==> src/hw/rtl/ntt_pkg.sv <==
// ----------------------------------------------------------------------------
// ntt_pkg
// Shared constants and helpers for the radix-2 NTT modulo 998244353.
// ----------------------------------------------------------------------------
`default_nettype none

package ntt_pkg;

  localparam int COEF_W         = 30;
  localparam int POS_W          = 6;
  localparam int DEF_LOG_LENGTH = 6;
  localparam int IN_QDEPTH      = 4;
  localparam int OUT_QDEPTH     = 4;
  localparam int APB_AW         = 3;
  localparam int APB_DW         = 32;

  localparam logic [COEF_W-1:0] PRIME      = 30'd998244353;
  localparam logic [COEF_W-1:0] ROOT_RESET = 30'd1;

  // barrett constant floor(2^60 / p)
  localparam logic [63:0] MU_WIDE    = (64'd1 << 60) / 64'd998244353;
  localparam logic [30:0] BARRETT_MU = MU_WIDE[30:0];

  localparam logic [APB_AW-1:0] ADDR_ROOT = 3'd0;

  function automatic logic [COEF_W-1:0] reduce_once(input logic [COEF_W-1:0] x);
    reduce_once = (x >= PRIME) ? x - PRIME : x;
  endfunction

endpackage

`default_nettype wire

==> src/hw/rtl/ntt_fifo.sv <==
// ----------------------------------------------------------------------------
// ntt_fifo
// Small show-ahead queue with fill count.
// ----------------------------------------------------------------------------
`default_nettype none

module ntt_fifo #(
  parameter int WIDTH = 8,
  parameter int DEPTH = 4
) (
  input  logic                     clk,
  input  logic                     rst,
  input  logic                     push,
  input  logic [WIDTH-1:0]         wdata,
  output logic                     full,
  input  logic                     pop,
  output logic                     empty,
  output logic [WIDTH-1:0]         rdata,
  output logic [$clog2(DEPTH):0]   count
);

  localparam int AW = $clog2(DEPTH);

  logic [WIDTH-1:0] mem [DEPTH];
  logic [AW-1:0]    wr_ptr;
  logic [AW-1:0]    rd_ptr;
  logic [AW:0]      fill;
  logic             wr_en;
  logic             rd_en;

  assign full  = (fill == (AW+1)'(DEPTH));
  assign empty = (fill == '0);
  assign wr_en = push && !full;
  assign rd_en = pop && !empty;
  assign rdata = mem[rd_ptr];
  assign count = fill;

  always_ff @(posedge clk) begin
    if (rst) begin
      wr_ptr <= '0;
      rd_ptr <= '0;
      fill   <= '0;
    end else begin
      if (wr_en) wr_ptr <= wr_ptr + 1'b1;
      if (rd_en) rd_ptr <= rd_ptr + 1'b1;
      if (wr_en && !rd_en) fill <= fill + 1'b1;
      else if (!wr_en && rd_en) fill <= fill - 1'b1;
    end
  end

  always_ff @(posedge clk) begin
    if (wr_en) mem[wr_ptr] <= wdata;
  end

endmodule

`default_nettype wire

==> src/hw/rtl/ntt_front.sv <==
// ----------------------------------------------------------------------------
// ntt_front
// Accepts coefficients, reduces them once and queues them for the core.
// ----------------------------------------------------------------------------
`default_nettype none

module ntt_front (
  input  logic                        clk,
  input  logic                        rst,
  input  logic                        push,
  input  logic [ntt_pkg::COEF_W-1:0]  coefficient,
  output logic                        full,
  input  logic                        q_pop,
  output logic                        q_empty,
  output logic [ntt_pkg::COEF_W-1:0]  q_data
);
  import ntt_pkg::*;

  logic [COEF_W-1:0] reduced;

  assign reduced = reduce_once(coefficient);

  ntt_fifo #(
    .WIDTH (COEF_W),
    .DEPTH (IN_QDEPTH)
  ) u_queue (
    .clk   (clk),
    .rst   (rst),
    .push  (push),
    .wdata (reduced),
    .full  (full),
    .pop   (q_pop),
    .empty (q_empty),
    .rdata (q_data),
    .count ()
  );

endmodule

`default_nettype wire

==> config.mk <==
export PLATFORM = sky130hd
export DESIGN_NAME = ntt_front
export DESIGN_NICKNAME = d
export VERILOG_FILES = /design/src/hw/rtl/ntt_pkg.sv /design/src/hw/rtl/ntt_fifo.sv /design/src/hw/rtl/ntt_front.sv
export SDC_FILE = /design/constraint.sdc
export NUM_CORES = 1
export LEC_CHECK = 0
export BUFFER_PORTS_ARGS = -buffer_cell sky130_fd_sc_hd__buf_4
export CORE_MARGIN = 2
export CORE_UTILIZATION = 35
export CTS_CLUSTER_SIZE = 10
export DETAILED_ROUTE_END_ITERATION = 16
export PLACE_DENSITY_LB_ADDON = 0.05
export SYNTH_ARGS = -nofsm -noshare
export SYNTH_HDL_FRONTEND = slang
export SYNTH_SLANG_ARGS = --single-unit
==> constraint.sdc <==
create_clock -name clk -period 2.7 [get_ports clk]
set_input_delay 0.54 -clock clk [delete_from_list [all_inputs] [get_ports clk]]
set_output_delay 0.54 -clock clk [all_outputs]
set_load 0.01 [all_outputs]
== Yosys cells after proc, flatten, opt, wreduce, memory -nomap -nowiden ==
Memories as Yosys holds them, arrays and structs flattened. A register that Yosys moved wholly into a read port is not among the register bits.
Cells that the tools add are included.

* RAM bits: 120
* Word-level logic and storage cells: 28
* Input port bits: 34
* Memories: 1
* Bits in registers: 7
* Output and inout port bits: 32

* Add/sub/neg operators: 5
* $lt $le $gt $ge: 1
* Reduce and logical (&&, ||, !) cells: 10
* Eq/ne operators: 1
* Mux-type cells: 7

{| class="wikitable"
|+ Memory list
! name !! depth !! width !! rd ports !! clocked after Yosys merged registers in !! wr ports !! line !! source
|-
| u_queue.mem || 4 || 30 || 1 || 1 || 1 || ntt_fifo.sv:24 || <nowiki>logic [WIDTH-1:0] mem [DEPTH];</nowiki>
|}

{| class="wikitable"
|+ Operators with widths
! cell !! number
|-
| $ge 30x30->1 const B || 1
|-
| $mux 30 || 1
|-
| $sub 30x30->30 const B || 1
|-
| $mux 3 || 2
|-
| $add 2x1->2 const B || 2
|-
| $logic_and 1x1->1 || 4
|-
| $logic_not 1->1 || 4
|-
| $mux 2 || 2
|-
| $add 3x1->3 const B || 1
|-
| $eq 3x3->1 const B || 1
|-
| $logic_not 3->1 || 1
|-
| $sub 3x1->3 const B || 1
|-
| $mux 1 || 2
|-
| $reduce_bool 2->1 || 1
|}

== Depth between registers and ports, before layout ==
Gate-level depths: netlist (run 1).

* Depth in word-level cells: 7
* Gate-level depth with buffers: 9
* Gate-level depth less buffers: 8

== Hierarchy ==
Synthesis (run 1) repeated with hierarchy kept, for this count alone.

* Cell total of the unflattened synthesis: 320
* Area, all modules: 5703.0 um2

{| class="wikitable"
|+ Modules (own cells, without submodules)
! module !! times used !! area an instance (um2) !! seq. area each (um2) !! cells an instance
|-
| ntt_fifo || 1 || 4798.4 || 3783.6 || 204
|-
| ntt_front || 1 || 904.6 || 0.0 || 116
|}

== Worst setup path before layout (run 1) ==
Ideal clock, no wire load.

* Path type: input to register
* From: input port coefficient[18] (netlist bit)
* To: memory u_queue.mem[0][27] (netlist bit) (data pin)
* Library setup time: 205 ps
* Stages on the path: 6
* Buffers on the path: 1
* Required time: 2495 ps
* Arrival: 2451 ps
* Setup slack: 45 ps
* Cells stage by stage: or3_4 -> or4_1 -> buf_2 -> or4b_4 -> a21o_1 -> a21boi_0

* Word-level cells in the longest chain between the ends: 2
* Elaborated cells on any way between the ends: 3
* Classes of those cells: add/sub (1); order compare (1); mux (1)

{| class="wikitable"
|+ Ends and longest elaborated chain
! what !! line !! source
|-
| start: declaration || ntt_front.sv:11 || <nowiki>input logic [ntt_pkg::COEF_W-1:0] coefficient,</nowiki>
|-
| $sub 30x30->30 or $ge 30x30->1 (tied branches) || ntt_pkg.sv:27 || <nowiki>reduce_once = (x >= PRIME) ? x - PRIME : x;</nowiki>
|-
| $mux 30 * || ntt_pkg.sv:27 ||
|-
| via reduced[27] || ntt_front.sv:19 || <nowiki>logic [COEF_W-1:0] reduced;</nowiki>
|-
| end: declaration || ntt_fifo.sv:24 ||
|}

Mark *: on every way through the listed nets, which the timed path passes. The rest lies on a longest branch.

== Worst setup path after layout (run 1) ==
Ends and elaborated chain as after synthesis.

==> impl_metrics.env, run 1 <==
export IMPL_holdWs_ps=351
export IMPL_port_buffers=65
export IMPL_area_growth_pct=29.4
export IMPL_yosysSeqAreaShare=0.678
export IMPL_globalplace_congestion=0.730
export IMPL_ios=66
export IMPL_swShare=0.256
export IMPL_synthesis_nets=364
export IMPL_outcome="finished clean"
export IMPL_yosysWarnings=0
export IMPL_rsz0062_at_grt="false"
export IMPL_die_area_um2=17000
export IMPL_synthDistinctLibCells=46
export IMPL_slew_viol_final=0
export IMPL_cp_start_kind="input port"
export IMPL_place_ws_ps=-229
export IMPL_drcViolationCount=0
export IMPL_synthCells=322
export IMPL_synth_edf_count=120
export IMPL_powerDensity_nw_per_um2=878
export IMPL_ir_drop_v=0.000416
export IMPL_ys_flop_type="edfxtp_1"
export IMPL_finalSetupViolCount=0
export IMPL_max_slew_margin_rel=0.656
export IMPL_wl_per_cell_um=18.2
export IMPL_initial_core_util=0.355
export IMPL_place_area_um2=6640
export IMPL_yosys_area_share_adder=0.0193
export IMPL_max_cap_violations=0
export IMPL_synthMuxAreaShare=0.126
export IMPL_grt_pass1_wl_um=19000
export IMPL_grt_usage=0.158
export IMPL_final_cells=667
export IMPL_die_h_um=130
export IMPL_finalCritPeriodShare=0.937
export IMPL_final_area_um2=7220
export IMPL_viasPerCell=4.80
export IMPL_synthSimpleGateAreaFrac=0.0679
export IMPL_antenna_cells=0
export IMPL_grt_max_degree=23
export IMPL_fin_ws_ps=171
export IMPL_synth_xor_area_frac=0.0455
export IMPL_hpwl_um=8140
export IMPL_clockBufferDepth=2
export IMPL_ys_ff_latch=129
export IMPL_path_max_fanout=4
export IMPL_cts_clk_slew_worst_paths_ps=50
export IMPL_cts_buffers=17
export IMPL_endpoint_kind="flip-flop"
export IMPL_drt_pass1_iter_count=4
export IMPL_cts_tree="built"
export IMPL_yosysTopAreaCell="edfxtp_1"
export IMPL_drive_above_1_share=0.397
export IMPL_intPower_mw=4.72
export IMPL_synth_top_family_by_area="multiplexers"
export IMPL_ant_nets=0
export IMPL_grt_pass1_vias=3327
export IMPL_core_rowCount=46
export IMPL_core_area_um2=15700
export IMPL_cp_startpoint="coefficient[18]"
export IMPL_synth_compound_area_frac=0.0471
export IMPL_netSwitchingPower_mw=1.62
export IMPL_antenna_found_initial=0
export IMPL_cts_root_buffer="clkbuf_16"
export IMPL_drtIter0Drc=219
export IMPL_power_leakage_nw=2.56
export IMPL_worstPathRequired_ps=2990
export IMPL_skew_ps=7.14
export IMPL_clkPwrFrac=0.352
export IMPL_grt_overflow_total=0
export IMPL_min_from="rst"
export IMPL_netlist_area_um2=5580
export IMPL_htreeDepth=4
export IMPL_routed_wl_um=12100
export IMPL_p_comb_frac=0.249
export IMPL_avgSynthCellArea_um2=17.3
export IMPL_fin_crit_ps=2530
export IMPL_power_frac_seq=0.399
export IMPL_finalHoldViolations=0
export IMPL_r2r_start="u_queue.count[1]$_SDFFE_PP0P_"
export IMPL_critPathKind="in2reg"
export IMPL_maxClockFrequency_mhz=395
export IMPL_synth_top_area_frac=0.645
export IMPL_clock_sinks=129
export IMPL_nets=480
export IMPL_die_x_um=130
export IMPL_cts_hold_buf=0
export IMPL_vias=3199
export IMPL_tightest_slew_ps=503
export IMPL_clock_latency_ps=410
export IMPL_post_place_cells=635
export IMPL_async_flop_share=0
export IMPL_hp_class="in2reg"
export IMPL_arrival_ps=2810
export IMPL_synth_area_top_cells="edfxtp_1 65%, mux4_2 12%, xor2_1 3.9%, dfxtp_1 3.2%, ha_1 1.6%"
[cell usage in the layout (no fill, tap or decap), types with 4 or more instances in the layout]
| master | count |
|---|---|
| nand3_1 | 4 |
| xor2_1 | 25 |
| buf_4 | 111 |
| clkbuf_16 | 17 |
| edfxtp_1 | 120 |
| dfxtp_1 | 8 |
| inv_1 | 6 |
| a21boi_0 | 4 |
| nand2_1 | 5 |
| ha_1 | 7 |
| nor3_1 | 5 |
| or4_1 | 9 |
| clkinv_2 | 6 |
| a211oi_1 | 6 |
| and2_1 | 5 |
| mux4_2 | 30 |
| a21oi_1 | 15 |
| nor2_1 | 15 |
| or3_1 | 4 |
[final cells by class]
type	instances	area (um^2)
clock buffers	19	433
well taps	216	270
repair buffers	112	853
fillers	1408	8490
flip-flops and latches	129	3780
multi-input cells	172	1720
inverters	6	22.5
clock inverters	13	144
[routing by layer]
metal	part of all wire	wire length (um)	global-route usage	up-vias
li1	-	-	-	1519
met1	0.47	5730	0.215	1604
met2	0.47	5740	0.242	56
met3	0.034	417	0.0410	20
met4	0.018	221	0.0664	0
met5	0	0	0	-
[state kept, by name, indices dropped and copies added, names as in the netlist, named ones only]
signal	cells
u_queue.rd_ptr	2
u_queue.wr_ptr	2
u_queue.mem	120
u_queue.count	3
[power groups by stage]
stage	sequential (mW)	clock (mW)	combinational [mW]
finish	2.53	2.23	1.58
global route	2.56	2.38	1.73
CTS	2.53	2.30	1.63
global placement	2.57	0	1.63
floorplan	2.55	0	0.907
detailed placement	2.58	0	1.62
[kinds of logic after synthesis]
kind of cell / Yosys count
adders and majority gates: 8
muxes: 33
xor gates and xnor gates: 29
and+or+nand+nor: 65
DFF: 129
AOI/OAI and AO/OA: 37
buffers and inverters: 21
[metrics by stage]
step           TNS [ps]  total power [mW]  utilization
2_1_floorplan         0              3.46            -
3_3_place_gp     -13780              4.19        0.423
3_5_place_dp     -15710              4.20        0.423
4_1_cts               0              6.46        0.459
5_1_grt               0              6.67        0.460
6_report              0              6.34        0.460
[cells in the mapped netlist, drive strengths merged (4+ instances only)]
| cell | instances |
|---|---|
| a211oi | 6 |
| a21boi | 5 |
| a21oi | 15 |
| and2 | 5 |
| buf | 6 |
| clkbuf | 9 |
| dfxtp | 9 |
| edfxtp | 120 |
| ha | 7 |
| inv | 6 |
| mux4 | 30 |
| nand2 | 5 |
| nand2b | 4 |
| nand3 | 4 |
| nor2 | 15 |
| nor3 | 5 |
| or3 | 5 |
| or4 | 10 |
| xnor2 | 4 |
| xor2 | 25 |
[critical path: stages]
cell and delay [ps]:
buf_4 110, or3_4 380, or4_1 490, buf_4 190, or4b_4 530, a21o_1 210
a21boi_0 210, buf_4 160
[repair_timing]
action | CTS | global route
buffers inserted | 0 | 0
resized for setup | 0 | 1
endpoints found under the setup margin | 0 | 4
[final timing paths]
kind                                                 endpoint  slack, ps  depth (start not counted)
worst max register to register  u_queue.count[2]$_SDFFE_PP0P_        550                          8
worst min-delay path            u_queue.count[2]$_SDFFE_PP0P_        350                          2
worst min register to register  u_queue.count[2]$_SDFFE_PP0P_        490                          2
worst max-delay path             u_queue.mem[0][27]$_DFFE_PP_        170                          8
Note: power is estimated with default switching activity, not from simulation.
==> run 2, diff against run 1 <==
--- a/config.mk
+++ b/config.mk
@@ -6,11 +6,13 @@
 export NUM_CORES = 1
 export LEC_CHECK = 0
 export BUFFER_PORTS_ARGS = -buffer_cell sky130_fd_sc_hd__buf_4
+export CAP_MARGIN = 0
 export CORE_MARGIN = 2
 export CORE_UTILIZATION = 35
 export CTS_CLUSTER_SIZE = 10
 export DETAILED_ROUTE_END_ITERATION = 16
 export PLACE_DENSITY_LB_ADDON = 0.05
+export RECOVER_POWER = 25
 export SYNTH_ARGS = -nofsm -noshare
 export SYNTH_HDL_FRONTEND = slang
 export SYNTH_SLANG_ARGS = --single-unit
==> impl_metrics.env, run 2 (same netlist as run 1, synthesis figures left out) <==
export IMPL_ios=66
export IMPL_grt_usage=0.158
export IMPL_grt_max_degree=23
export IMPL_cpMaxStageDelayCell="or4b_4"
export IMPL_clkPwrFrac=0.353
export IMPL_power_frac_seq=0.400
export IMPL_ant_nets=0
export IMPL_viasPerCell=4.79
export IMPL_critPathKind="in2reg"
export IMPL_cts_hold_buf=0
export IMPL_maxClockFrequency_mhz=395
export IMPL_nets=480
export IMPL_clock_sinks=129
export IMPL_powerDensity_nw_per_um2=879
export IMPL_fin_crit_ps=2530
export IMPL_fin_util=0.458
export IMPL_worstPathRequired_ps=2990
export IMPL_hold_depth=2
export IMPL_tightest_slew_ps=701
export IMPL_die_h_um=130
export IMPL_htreeDepth=4
export IMPL_cp_top_family="simple AND/OR/NAND/NOR gates"
export IMPL_arrival_ps=2810
export IMPL_intPower_mw=4.71
export IMPL_clock_latency_ps=410
export IMPL_finalSetupViolCount=0
export IMPL_grt_pass1_vias=3327
export IMPL_clockBufferDepth=2
export IMPL_skew_ps=7.09
export IMPL_power_leakage_nw=2.53
export IMPL_cp_common_cell="buf_4"
export IMPL_swShare=0.256
export IMPL_die_x_um=130
export IMPL_place_ws_ps=-229
export IMPL_drtIter0Drc=215
export IMPL_netSwitchingPower_mw=1.62
export IMPL_grt_overflow_total=0
export IMPL_max_slew_margin_rel=0.533
export IMPL_rr_worst_depth=8
export IMPL_regMostFlops="u_queue.mem"
export IMPL_finalHoldViolations=0
export IMPL_fin_ws_ps=171
export IMPL_grt_pass1_wl_um=19000
export IMPL_post_cts_buffers=0
export IMPL_final_cells=667
export IMPL_ir_drop_v=0.000417
export IMPL_antenna_cells=0
export IMPL_endpoint_kind="flip-flop"
export IMPL_mostFrequentLayoutCell="edfxtp_1"
export IMPL_wl_per_cell_um=18.2
export IMPL_holdWs_ps=350
export IMPL_p_comb_frac=0.247
export IMPL_finalCritPeriodShare=0.936
export IMPL_initial_core_util=0.355
export IMPL_area_growth_pct=28.9
export IMPL_globalplace_congestion=0.730
export IMPL_outcome="finished clean"
export IMPL_cts_clk_slew_worst_paths_ps=50
export IMPL_final_cell_mix="120 x edfxtp_1, 104 x buf_4, 30 x mux4_2"
export IMPL_slowest_delay_ps=530
export IMPL_drcViolationCount=0
export IMPL_routed_wl_um=12100
export IMPL_cts_buffers=17
export IMPL_die_area_um2=17000
export IMPL_hp_class="in2reg"
export IMPL_rsz0062_at_grt="false"
export IMPL_cts_tree="built"
export IMPL_hpwl_um=8140
export IMPL_cp_start_kind="input port"
export IMPL_antenna_found_initial=0
export IMPL_drive_above_1_share=0.386
export IMPL_worstPathCellList="buf_4 > or3_4 > or4_1 > buf_4 > or4b_4 > a21o_1 > a21boi_0 > buf_4"
export IMPL_core_area_um2=15700
export IMPL_core_rowCount=46
export IMPL_path_max_fanout=4
export IMPL_largest_reg_flops=120
export IMPL_slew_viol_final=0
export IMPL_path_buf_inv=3
export IMPL_max_cap_violations=0
export IMPL_drt_pass1_iter_count=4
export IMPL_post_place_cells=635
export IMPL_port_buffers=65
export IMPL_cts_root_buffer="clkbuf_16"
export IMPL_cp_num_cells=8
export IMPL_vias=3198
==> run 2: cell types whose count changed in the layout (fill, tap and decap cells not counted), sizes merged <==
cell and delta:
clkbuf +7, buf -7
==> run 2: cell type report <==
| cell class | instances | area (um^2) |
|---|---|---|
| clock buffer | 19 | 433 |
| tap | 216 | 270 |
| timing repair buffer | 112 | 830 |
| clock inverter | 13 | 144 |
| sequential | 129 | 3780 |
| multi-input combinational | 172 | 1720 |
| fill | 1416 | 8510 |
| inverter | 6 | 22.5 |
==> run 2: per-layer routing <==
layer  routed length [um]  track usage  part of all wire  vias to the layer above
met5                    0            0                 0                        -
met4                  221       0.0664             0.018                        0
met3                  417       0.0410             0.034                       20
met2                 5730        0.242              0.47                       56
met1                 5750        0.215              0.47                     1603
li1                     -            -                 -                     1519
==> run 2: worst paths after layout <==
path	start	to	slack [ps]
max	coefficient[18]	u_queue.mem[0][27]$_DFFE_PP_	170
min	rst	u_queue.count[2]$_SDFFE_PP0P_	350
max reg2reg	u_queue.count[1]$_SDFFE_PP0P_	u_queue.count[2]$_SDFFE_PP0P_	550
min reg2reg	u_queue.count[2]$_SDFFE_PP0P_	u_queue.count[2]$_SDFFE_PP0P_	490
==> run 2: timing repair <==
action | 4_1_cts | 5_1_grt
endpoints found under the setup margin | 0 | 4
resized for setup | 0 | 1
hold endpoints to repair | 0 | 0
==> run 2: worst reg2reg max path: stages, from the launching register on <==
cell      delay (ps)
dfxtp_1          350
nor3_1           300
nand2b_1         200
ha_1             200
inv_1             60
fa_1             380
xor2_1           160
or3_1            300
a21oi_1          140
==> run 2: power groups by stage <==
stage	sequential (mW)	clock, mW	combinational, mW
after floorplan	2.55	0	0.907
after global placement	2.57	0	1.63
after detailed placement	2.58	0	1.62
after CTS	2.53	2.30	1.63
after global routing	2.56	2.38	1.72
final	2.53	2.23	1.57
==> run 2: per-stage QoR <==
step / setup TNS, ps / power [mW] / cell area, um^2
6_report: 0 / 6.33 / 7200
5_1_grt: 0 / 6.66 / 7200
4_1_cts: 0 / 6.46 / 7220
3_5_place_dp: -15710 / 4.20 / 6640
3_3_place_gp: -13780 / 4.19 / 6640
2_1_floorplan: 0 / 3.46 / 5580
